**config.mk**
```make
export PLATFORM = sky130hd
export DESIGN_NAME = lru_duplicate_id_filter_core_flat
export DESIGN_NICKNAME = d
export VERILOG_FILES = /design/src/design/lrudf_pkg.sv /design/src/design/lrudf_if.sv /design/src/design/lru_duplicate_id_filter_core.sv /design/src/flat_wrapper.sv
export VERILOG_INCLUDE_DIRS = /design/src /design/src/design
export SDC_FILE = /design/constraint.sdc
export NUM_CORES = 1
export LEC_CHECK = 0
export ABC_AREA = 1
export ABC_CLOCK_PERIOD_IN_PS = 5000
export BUFFER_PORTS_ARGS = -buffer_cell sky130_fd_sc_hd__buf_2
export CORE_ASPECT_RATIO = 1.75
export CORE_MARGIN = 3
export CORE_UTILIZATION = 48
export DETAILED_ROUTE_END_ITERATION = 7
export GPL_TIMING_DRIVEN = 0
export MAX_ROUTING_LAYER = met4
export SETUP_SLACK_MARGIN = 0.02
export SLEW_MARGIN = 20
export SYNTH_ARGS = -nofsm -noshare
export SYNTH_HDL_FRONTEND = slang
export SYNTH_SLANG_ARGS = --single-unit
```
**constraint.sdc**
```tcl
create_clock -name clk_i -period 5 [get_ports clk_i]
set_input_delay 0.5 -clock clk_i [delete_from_list [all_inputs] [get_ports clk_i]]
set_output_delay 0.5 -clock clk_i [all_outputs]
set_load 0.02 [all_outputs]
```
**src/design/lru_duplicate_id_filter_core_macros.svh**
```systemverilog
`ifndef LRU_DUPLICATE_ID_FILTER_CORE_MACROS_SVH
`define LRU_DUPLICATE_ID_FILTER_CORE_MACROS_SVH

// Clocked check that is ignored while reset is asserted.
`define LRUDF_ASSERT(label, prop, msg) \
  label: assert property (@(posedge clk_i) disable iff (!rst_ni) prop) else $error(msg);

// Clocked check that also holds during reset.
`define LRUDF_ASSERT_ALWAYS(label, prop, msg) \
  label: assert property (@(posedge clk_i) prop) else $error(msg);

`endif

```
**src/design/lrudf_pkg.sv**
```systemverilog
`timescale 1ns / 1ps
`default_nettype none
package lrudf_pkg;

  localparam int unsigned ENTRIES    = 16;
  localparam int unsigned ID_W       = 32;
  localparam int unsigned STAMP_W    = 32;
  localparam int unsigned OCC_W      = 5;
  localparam int unsigned OCC_MAX    = (1 << OCC_W) - 1;
  localparam int unsigned IDX_W      = (ENTRIES > 1) ? $clog2(ENTRIES) : 1;
  localparam int unsigned CNT_W      = $clog2(ENTRIES + 1);
  localparam int unsigned CMP_W      = (CNT_W > OCC_W) ? CNT_W : OCC_W;
  localparam int unsigned ENTRY_W    = ID_W + STAMP_W;

  localparam logic [STAMP_W-1:0] STAMP_CEIL = '1;

  typedef logic [ID_W-1:0]    id_t;
  typedef logic [STAMP_W-1:0] stamp_t;
  typedef logic [IDX_W-1:0]   idx_t;
  typedef logic [CNT_W-1:0]   cnt_t;
  typedef logic [OCC_W-1:0]   occ_t;

endpackage
`default_nettype wire

```
**src/design/lrudf_if.sv**
```systemverilog
`timescale 1ns / 1ps
`default_nettype none
interface lrudf_in_if;
  logic                      valid;
  logic                      ready;
  logic [lrudf_pkg::ID_W-1:0] message_id;

  modport source (output valid, output message_id, input ready);
  modport sink   (input valid, input message_id, output ready);
endinterface

interface lrudf_out_if;
  logic                       valid;
  logic                       ready;
  logic                       seen_before;
  logic [lrudf_pkg::OCC_W-1:0] occupied_count;

  modport source (output valid, output seen_before, output occupied_count, input ready);
  modport sink   (input valid, input seen_before, input occupied_count, output ready);
endinterface
`default_nettype wire

```
**src/design/lru_duplicate_id_filter_core.sv**
```systemverilog
// Each item walks the slot memory through its single read port to find a match, a free
// slot and a victim; the next item is accepted only after the current one is written.
// The result waits in an output register; the next item may enter while it waits.
// Reset (asynchronous, active low) clears the valid bits, the count and the tick at once;
// the slot memory holds no reset value and needs no clearing pass.
`timescale 1ns / 1ps
`default_nettype none
module lru_duplicate_id_filter_core (
  input  wire logic clk_i,
  input  wire logic rst_ni,
  lrudf_in_if.sink    in_i,
  lrudf_out_if.source out_o
);
  import lrudf_pkg::*;

  typedef enum logic [1:0] {
    S_IDLE,
    S_SCAN,
    S_WRITE
  } state_e;

  state_e                state_q;
  id_t                   id_q;
  cnt_t                  rd_cnt_q;
  logic                  rd_vld_q;
  idx_t                  rd_idx_q;
  logic [ENTRY_W-1:0]    rdata_q;
  logic [ENTRY_W-1:0]    slot_mem_q [ENTRIES];
  logic [ENTRIES-1:0]    valid_q;
  cnt_t                  count_q;
  stamp_t                tick_q;
  logic                  hit_q;
  idx_t                  hit_idx_q;
  logic                  free_q;
  idx_t                  free_idx_q;
  stamp_t                best_q;
  idx_t                  victim_q;
  logic                  out_valid_q;
  logic                  seen_q;
  occ_t                  occ_q;

  logic                  rd_issue;
  idx_t                  rd_addr;
  id_t                   rd_id;
  stamp_t                rd_stamp;
  logic                  rd_slot_valid;
  logic                  scan_last;
  logic                  wr_en;
  idx_t                  wr_idx;
  stamp_t                tick_d;
  cnt_t                  count_d;
  logic [CMP_W-1:0]      count_x;
  occ_t                  occ_d;

  assign rd_issue      = (state_q == S_SCAN) && (rd_cnt_q < cnt_t'(ENTRIES));
  assign rd_addr       = rd_cnt_q[IDX_W-1:0];
  assign rd_id         = rdata_q[ENTRY_W-1:STAMP_W];
  assign rd_stamp      = rdata_q[STAMP_W-1:0];
  assign rd_slot_valid = valid_q[rd_idx_q];
  assign scan_last     = rd_vld_q && (rd_idx_q == idx_t'(ENTRIES - 1));

  assign wr_en   = (state_q == S_WRITE) && (!out_valid_q || out_o.ready);
  assign wr_idx  = hit_q ? hit_idx_q : (free_q ? free_idx_q : victim_q);
  assign tick_d  = tick_q + stamp_t'(1);
  assign count_d = (!hit_q && free_q) ? count_q + cnt_t'(1) : count_q;
  assign count_x = CMP_W'(count_d);
  assign occ_d   = (count_x > CMP_W'(OCC_MAX)) ? occ_t'(OCC_MAX) : occ_t'(count_x);

  assign in_i.ready           = (state_q == S_IDLE);
  assign out_o.valid          = out_valid_q;
  assign out_o.seen_before    = seen_q;
  assign out_o.occupied_count = occ_q;

  always_ff @(posedge clk_i) begin
    if (wr_en) begin
      slot_mem_q[wr_idx] <= {id_q, tick_d};
    end
    rdata_q <= slot_mem_q[rd_addr];
  end

  always_ff @(posedge clk_i) begin
    if (in_i.valid && in_i.ready) begin
      id_q <= in_i.message_id;
    end
    if (in_i.valid && in_i.ready) begin
      hit_idx_q  <= '0;
      free_idx_q <= '0;
      best_q     <= STAMP_CEIL;
      victim_q   <= '0;
    end else if (rd_vld_q) begin
      if (rd_slot_valid && (rd_id == id_q) && !hit_q) begin
        hit_idx_q <= rd_idx_q;
      end
      if (!rd_slot_valid && !free_q) begin
        free_idx_q <= rd_idx_q;
      end
      if (rd_slot_valid && (rd_stamp < best_q)) begin
        best_q   <= rd_stamp;
        victim_q <= rd_idx_q;
      end
    end
    if (rd_issue) begin
      rd_idx_q <= rd_addr;
    end
    if (wr_en) begin
      seen_q <= hit_q;
      occ_q  <= occ_d;
    end
  end

  always_ff @(posedge clk_i or negedge rst_ni) begin
    if (!rst_ni) begin
      state_q     <= S_IDLE;
      rd_cnt_q    <= '0;
      rd_vld_q    <= 1'b0;
      valid_q     <= '0;
      count_q     <= '0;
      tick_q      <= '0;
      hit_q       <= 1'b0;
      free_q      <= 1'b0;
      out_valid_q <= 1'b0;
    end else begin
      rd_vld_q <= rd_issue;
      if (rd_issue) begin
        rd_cnt_q <= rd_cnt_q + cnt_t'(1);
      end
      if (rd_vld_q) begin
        if (rd_slot_valid && (rd_id == id_q)) begin
          hit_q <= 1'b1;
        end
        if (!rd_slot_valid) begin
          free_q <= 1'b1;
        end
      end
      if (out_valid_q && out_o.ready && !wr_en) begin
        out_valid_q <= 1'b0;
      end
      case (state_q)
        S_IDLE: begin
          if (in_i.valid) begin
            state_q  <= S_SCAN;
            rd_cnt_q <= '0;
            hit_q    <= 1'b0;
            free_q   <= 1'b0;
          end
        end
        S_SCAN: begin
          if (scan_last) begin
            state_q <= S_WRITE;
          end
        end
        S_WRITE: begin
          if (wr_en) begin
            state_q          <= S_IDLE;
            tick_q           <= tick_d;
            count_q          <= count_d;
            valid_q[wr_idx]  <= 1'b1;
            out_valid_q      <= 1'b1;
          end
        end
        default: begin
          state_q <= S_IDLE;
        end
      endcase
    end
  end

`include "lru_duplicate_id_filter_core_macros.svh"

  `LRUDF_ASSERT(a_count_matches_valid, count_q == CNT_W'($countones(valid_q)),
                "occupied count differs from valid bits")
  `LRUDF_ASSERT(a_tick_steps_on_write, wr_en |=> (tick_q == $past(tick_d)),
                "tick did not advance on write")
  `LRUDF_ASSERT(a_slot_valid_after_write, wr_en |=> valid_q[$past(wr_idx)],
                "written slot not marked valid")
  `LRUDF_ASSERT_ALWAYS(a_idle_no_read_pending, (state_q == S_IDLE) |-> !rd_vld_q,
                       "read pending while idle")

endmodule
`default_nettype wire

```
**src/flat_wrapper.sv**
```systemverilog
// flat-port wrapper written by rule: the top's interface ports become plain ports
module lru_duplicate_id_filter_core_flat import lrudf_pkg::*;
  (clk_i, rst_ni, in_i_valid, in_i_message_id, in_i_ready, out_o_valid, out_o_seen_before, out_o_occupied_count, out_o_ready);
  lrudf_in_if in_i_i ();
  lrudf_out_if out_o_i ();
  input  wire logic clk_i;
  input  wire logic rst_ni;
  input wire logic [$bits(in_i_i.valid)-1:0] in_i_valid;
  input wire logic [$bits(in_i_i.message_id)-1:0] in_i_message_id;
  output wire logic [$bits(in_i_i.ready)-1:0] in_i_ready;
  output wire logic [$bits(out_o_i.valid)-1:0] out_o_valid;
  output wire logic [$bits(out_o_i.seen_before)-1:0] out_o_seen_before;
  output wire logic [$bits(out_o_i.occupied_count)-1:0] out_o_occupied_count;
  input wire logic [$bits(out_o_i.ready)-1:0] out_o_ready;
  assign in_i_i.valid = in_i_valid;
  assign in_i_i.message_id = in_i_message_id;
  assign in_i_ready = in_i_i.ready;
  assign out_o_valid = out_o_i.valid;
  assign out_o_seen_before = out_o_i.seen_before;
  assign out_o_occupied_count = out_o_i.occupied_count;
  assign out_o_i.ready = out_o_ready;
  lru_duplicate_id_filter_core u_core (.clk_i(clk_i), .rst_ni(rst_ni), .in_i(in_i_i), .out_o(out_o_i));
endmodule
```
After elaboration in Yosys (flattened, before gate mapping)
Memories as Yosys holds them, arrays and structs flattened. A register that Yosys moved wholly into a read port is not among the register bits.
Cells that the tools add are included.
{"block": "classes", "addsub": 3, "n_mul": 0, "n_div": 0, "n_lt_le_gt_ge": 6, "n_eq_ne": 7, "n_shift": 0, "n_mux": 27, "bitwise": 1, "n_reduce_logical": 24}
{"op": "$add 32x1->32 const B", "count": 1}
{"op": "$eq 32x32->1", "count": 1}
{"op": "$lt 32x32->1", "count": 1}
{"op": "$mux 5", "count": 4}
{"op": "$or 16x16->16", "count": 1}
{"op": "$mux 1", "count": 15}
{"op": "$logic_and 1x1->1", "count": 12}
{"op": "$add 5x1->5 const B", "count": 2}
{"op": "$lt 4x5->1 const B", "count": 2}
{"op": "$mux 4", "count": 2}
{"op": "$reduce_and 2->1", "count": 4}
{"op": "$mux 2", "count": 3}
{"op": "$pmux 2 s3", "count": 1}
{"op": "$gt 5x5->1 const B", "count": 1}
{"op": "$logic_not 1->1", "count": 5}
{"op": "$lt 5x5->1 const B", "count": 1}
{"op": "$bmux 1 s4", "count": 1}
{"op": "$demux 1 s4", "count": 1}
{"op": "$eq 4x4->1 const B", "count": 1}
{"op": "$ge 4x1->1 const B", "count": 1}
{"op": "$ne 2x1->1 const B", "count": 2}
{"op": "$reduce_and 3->1", "count": 1}
{"op": "$eq 2x1->1 const B", "count": 1}
{"op": "$eq 2x2->1 const B", "count": 1}
{"op": "3 further kinds", "count": 3}
{"block": "totals", "ff_bits": 150, "latchBits": 0, "ram_bits": 1024, "rom_bits": 0, "in_bits": 36, "out_inout_bits": 8, "elab_cells": 86, "n_memories": 1}
{"name": "u_core.slot_mem_q", "words": 16, "word_bits": 64, "read_ports": 1, "rd_clocked_by_memory_dff": 1, "write_ports": 1, "line": "lru_duplicate_id_filter_core.sv:28", "rtl": "logic [ENTRY_W-1:0] slot_mem_q [ENTRIES];"}

Logic depth before layout (Yosys ltp)
{"block": "depth", "ltp_word": 8, "ltp_mapped": 15, "depth_no_buf": 14}

Worst setup path after synthesis
OpenSTA, ideal clock, no wires.
{"block": "synth_timing", "kind": "register to register", "startpoint": "reg u_core.hit_q", "endpoint": "mem u_core.slot_mem_q[13][0] in the netlist's numbering (enable)", "setup_ps": 487, "arrival_time_ps": 3887, "t_required_ps": 4513, "setup_slack_ps": 626, "stages_incl_launch_ff": 7, "path_buffers": 1, "synth_period_minus_slack_ps": 4374, "cell_sequence": "dfrtp_1 -> inv_1 -> clkbuf_1 -> o211ai_1 -> o21ai_0 -> nand2_1 -> nor2_1"}
{"block": "synth_via", "elab_chain_cells": 1}
{"element": "from (decl)", "line": "lru_duplicate_id_filter_core.sv:32", "rtl": "logic hit_q;"}
{"element": "from (signal assigned)", "line": "lru_duplicate_id_filter_core.sv:119", "rtl": "hit_q <= 1'b0;"}
{"element": "from (signal assigned)", "line": "lru_duplicate_id_filter_core.sv:129", "rtl": "hit_q <= 1'b1;"}
{"element": "from (signal assigned)", "line": "lru_duplicate_id_filter_core.sv:143", "rtl": "hit_q <= 1'b0;"}
{"element": "$mux 4", "line": "lru_duplicate_id_filter_core.sv:63", "rtl": "assign wr_idx = hit_q ? hit_idx_q : (free_q ? free_idx_q : victim_q);"}
{"element": "to (decl)", "line": "lru_duplicate_id_filter_core.sv:28"}
No other way between the ends.

Worst setup path in the final report
{"block": "layout_timing", "startpoint": "reg u_core.hit_q", "endpoint": "mem u_core.slot_mem_q[15][40] in the netlist's numbering (enable)"}
Same word-level chain as after synthesis.

==> reports/summary.txt <==
Worst Path Max Fanout - 20
Finish-stage setup viols - 0
Die area - 105000 um2
RePlAce Congestion - 0.870
FF+latch count, synth - 1238
RSZ-0062 raised after global routing - false
Register area share after synthesis - 73.8%
Skew-Pair Late Insertion Delay - 0.73 ns
Clock Skew - 0.0266 ns
Final hold violations - 0
Slew Limit Headroom - 21.1%
Reg clk slew, reported paths - 0.07 ns
PortBufs - 43
Tot GR Track Use - 27.7%
Cell Chain, Critical Path - inv_1 > clkbuf_1 > o21ai_0 > nand2_1 > nor2_4 > buf_16 > buf_12
Setup TNS - 0 ns
Synth-to-Final Area Change - 15.8%
# rows - 153
Primary FF master, synth - edfxtp_1
DP Area - 52000 um2
Startpoint types - register
Crit-path max cell delay - 0.68 ns
Final instance area - 56100 um2
Period utilization - 67.0%
Area of the multi-input gates - 11400 um2
First-pass GRT wire length - 205000 um
Netlist cell types - 43
Pins Over Slew Limit - 0
Mapped Nets - 3939
Largest net degree at the start of global routing - 49
Register Area - 35800 um2
Vias per cell - 5.78
Share of cells above drive strength 1 - 9.65%
Fin cells - 5536
Worst path arrival time - 3.76 ns
Fin crit period - 3.35 ns
Avg Inst Size Synth - 12.5 um2
Hpwl dp - 98100 um
Max-cap check violation count - 0
Antenna-violating nets left - 0
Warning count from the yosys run - 0
Drt first pass iters - 8
Crit Path Category - register to register
Worst-case clock buffer depth - 3
PwrDens - 590 nW/um2
Routed WL - 141000 um
Starting DRT DRC Count - 2871
Post-synthesis instance area - 48500 um2
Outcome - finished clean
Power, Total - 0.0331 W
Routed len/inst - 25.4 um
Crit path from - u_core.hit_q
Initial antenna violation count - 2
Number of vias in the routed layout - 32000
Post-Synthesis Cells - 3869
Leakage - 19.8 nW
Vias in the first global route - 32400
Clock root cell - clkbuf_16
Starting density of the core - 48.6%
Final core utilization - 56.3%
Max Fclk - 298 MHz
Die Height - 426 um
VDD IR-drop max - 0.318 mV
# DRC - 0
Async SR Flop Fraction - 5.17%
Post-synth EDFFs - 1066
Worst setup EP type - register
Layout Nets - 4190
Clock sinks - 1238
Top Ports - 44
Worst flop-to-flop path startpoint - u_core.hit_q
Slew at the pin closest to its max-slew limit - 1.18 ns
Width of the die - 246 um
Fill count - 8125
CP Data Required Time - 5.41 ns
Hold Crit Class - input pin to asynchronous set/reset pin
Grt ovf - 0
Core ar. - 99700 um2
TritonCTS buffer count - 109
H-tree Lvls - 3
Placed cells - 5292
Crit-path slowest cell - nor2_4
TritonCTS clock tree - yes
==> layer usage <==
layer	part of all wire [%]	GRT usage, %
met5	0	-
met4	5.8	15.0
met1	34	29.6
met3	5.9	3.41
met2	54	49.9
==> registers in the layout, indices dropped and copies added, names as in the netlist <==
signal	cells
u_core.rd_vld_q	1
u_core.slot_mem_q	1024
u_core.best_q	32
u_core.free_q	1
u_core.state_q	2
u_core.rdata_q	64
u_core.free_idx_q	4
u_core.valid_q	16
u_core.id_q	32
u_core.out_o.seen_before	1
u_core.hit_idx_q	4
u_core.tick_q	32
u_core.count_q	5
u_core.rd_cnt_q	5
u_core.out_o.valid	1
u_core.victim_q	4
u_core.out_o.occupied_count	5
u_core.hit_q	1
u_core.rd_idx_q	4
==> synth_stat cells, drive strengths merged, types with 4 or more instances <==
library cell	instances	area, um2
nor3	17	100
o211ai	29	218
buf	58	335
edfxtp	1066	32000
a21oi	25	136
xor2	31	272
o21ai	560	2800
nand3	216	1110
inv	166	623
nor2	603	2300
nand2	424	1600
or2	5	31.3
clkinv	4	16.3
o221ai	103	902
o22ai	154	963
clkbuf	170	638
ha	34	425
dfrtp	64	1600
dfxtp	108	2160
nand4	13	81.3
xnor2	7	76.3
==> kinds of logic after synthesis <==
kind of cell / share of synthesized area [%]
flip-flops: 73.8
XOR/XNOR: 0.717
buffers and inverters: 3.33
AND/OR/NAND/NOR: 10.8
AO/OA/AOI/OAI: 10.4
adder cells (fa/ha/maj): 0.877
==> metrics by stage <==
stage                     setup slack (ns)  hold WS (ns)
after global routing                  1.41         0.207
final                                 1.65         0.192
after global placement               -3.01         0.437
after CTS                             1.64         0.146
after floorplan                      0.626         0.204
after detailed placement              1.56         0.392
==> cells in the final DEF (no fill, tap or decap), types with 20 or more instances in the layout <==
| cell type | synthesis | routed |
|---|---|---|
| a21oi_1 | 24 | 24 |
| dfrtp_1 | 64 | 64 |
| dfxtp_1 | 108 | 108 |
| o21ai_0 | 560 | 560 |
| clkbuf_16 | 0 | 112 |
| nand3_1 | 211 | 211 |
| o22ai_1 | 154 | 154 |
| inv_1 | 164 | 163 |
| nor2_4 | 3 | 20 |
| buf_16 | 0 | 25 |
| buf_12 | 0 | 28 |
| buf_2 | 37 | 79 |
| dlygate4sd3_1 | 0 | 34 |
| clkinv_2 | 1 | 26 |
| clkbuf_1 | 170 | 185 |
| nor2_1 | 595 | 578 |
| xor2_2 | 0 | 26 |
| edfxtp_1 | 1066 | 1066 |
| ha_1 | 34 | 34 |
| o221ai_1 | 103 | 103 |
| o211ai_1 | 29 | 29 |
| nand2_1 | 422 | 422 |
==> critical path: cells and delay by family (launching register included) <==
family,cells,cell delay (ns)
simple gates,2,1.21
buf+inv,4,0.79
compound gates,1,0.64
flops,1,0.37
==> cell type report <==
type	instances	share of cell area (%)
sequential	1238	63.7
multi-input combinational	2233	20.3
clock buffer	143	5.43
timing repair buffer	140	3.43
tap	1317	2.94
buffer	228	1.74
clock inverter	64	1.21
inverter	170	1.14
antenna	3	0.0134
==> final timing paths <==
kind                                              to  slack (ns)  cells past startpoint
max                        u_core.slot_mem_q[15][40]        1.65                      7
min                                u_core.valid_q[9]        0.19                      2
max reg2reg                u_core.slot_mem_q[15][40]        1.65                      7
min reg2reg                       u_core.valid_q[10]        0.46                      2
max in group asynchronous          u_core.tick_q[18]        4.25                      3
min in group clk_i                  u_core.best_q[0]        0.38                      4
==> power breakdown <==
group          switching [W]  internal [W]
Sequential          0.000567        0.0124
Clock                0.00382       0.00498
Combinational        0.00825       0.00311
==> what timing repair did <==
item                      CTS  global route
hold endpoints to repair   98             0
hold buffers               34             0
resized for setup           0             0
setup buffers               0             0
No activity file was read; power rests on OpenSTA's default activity.
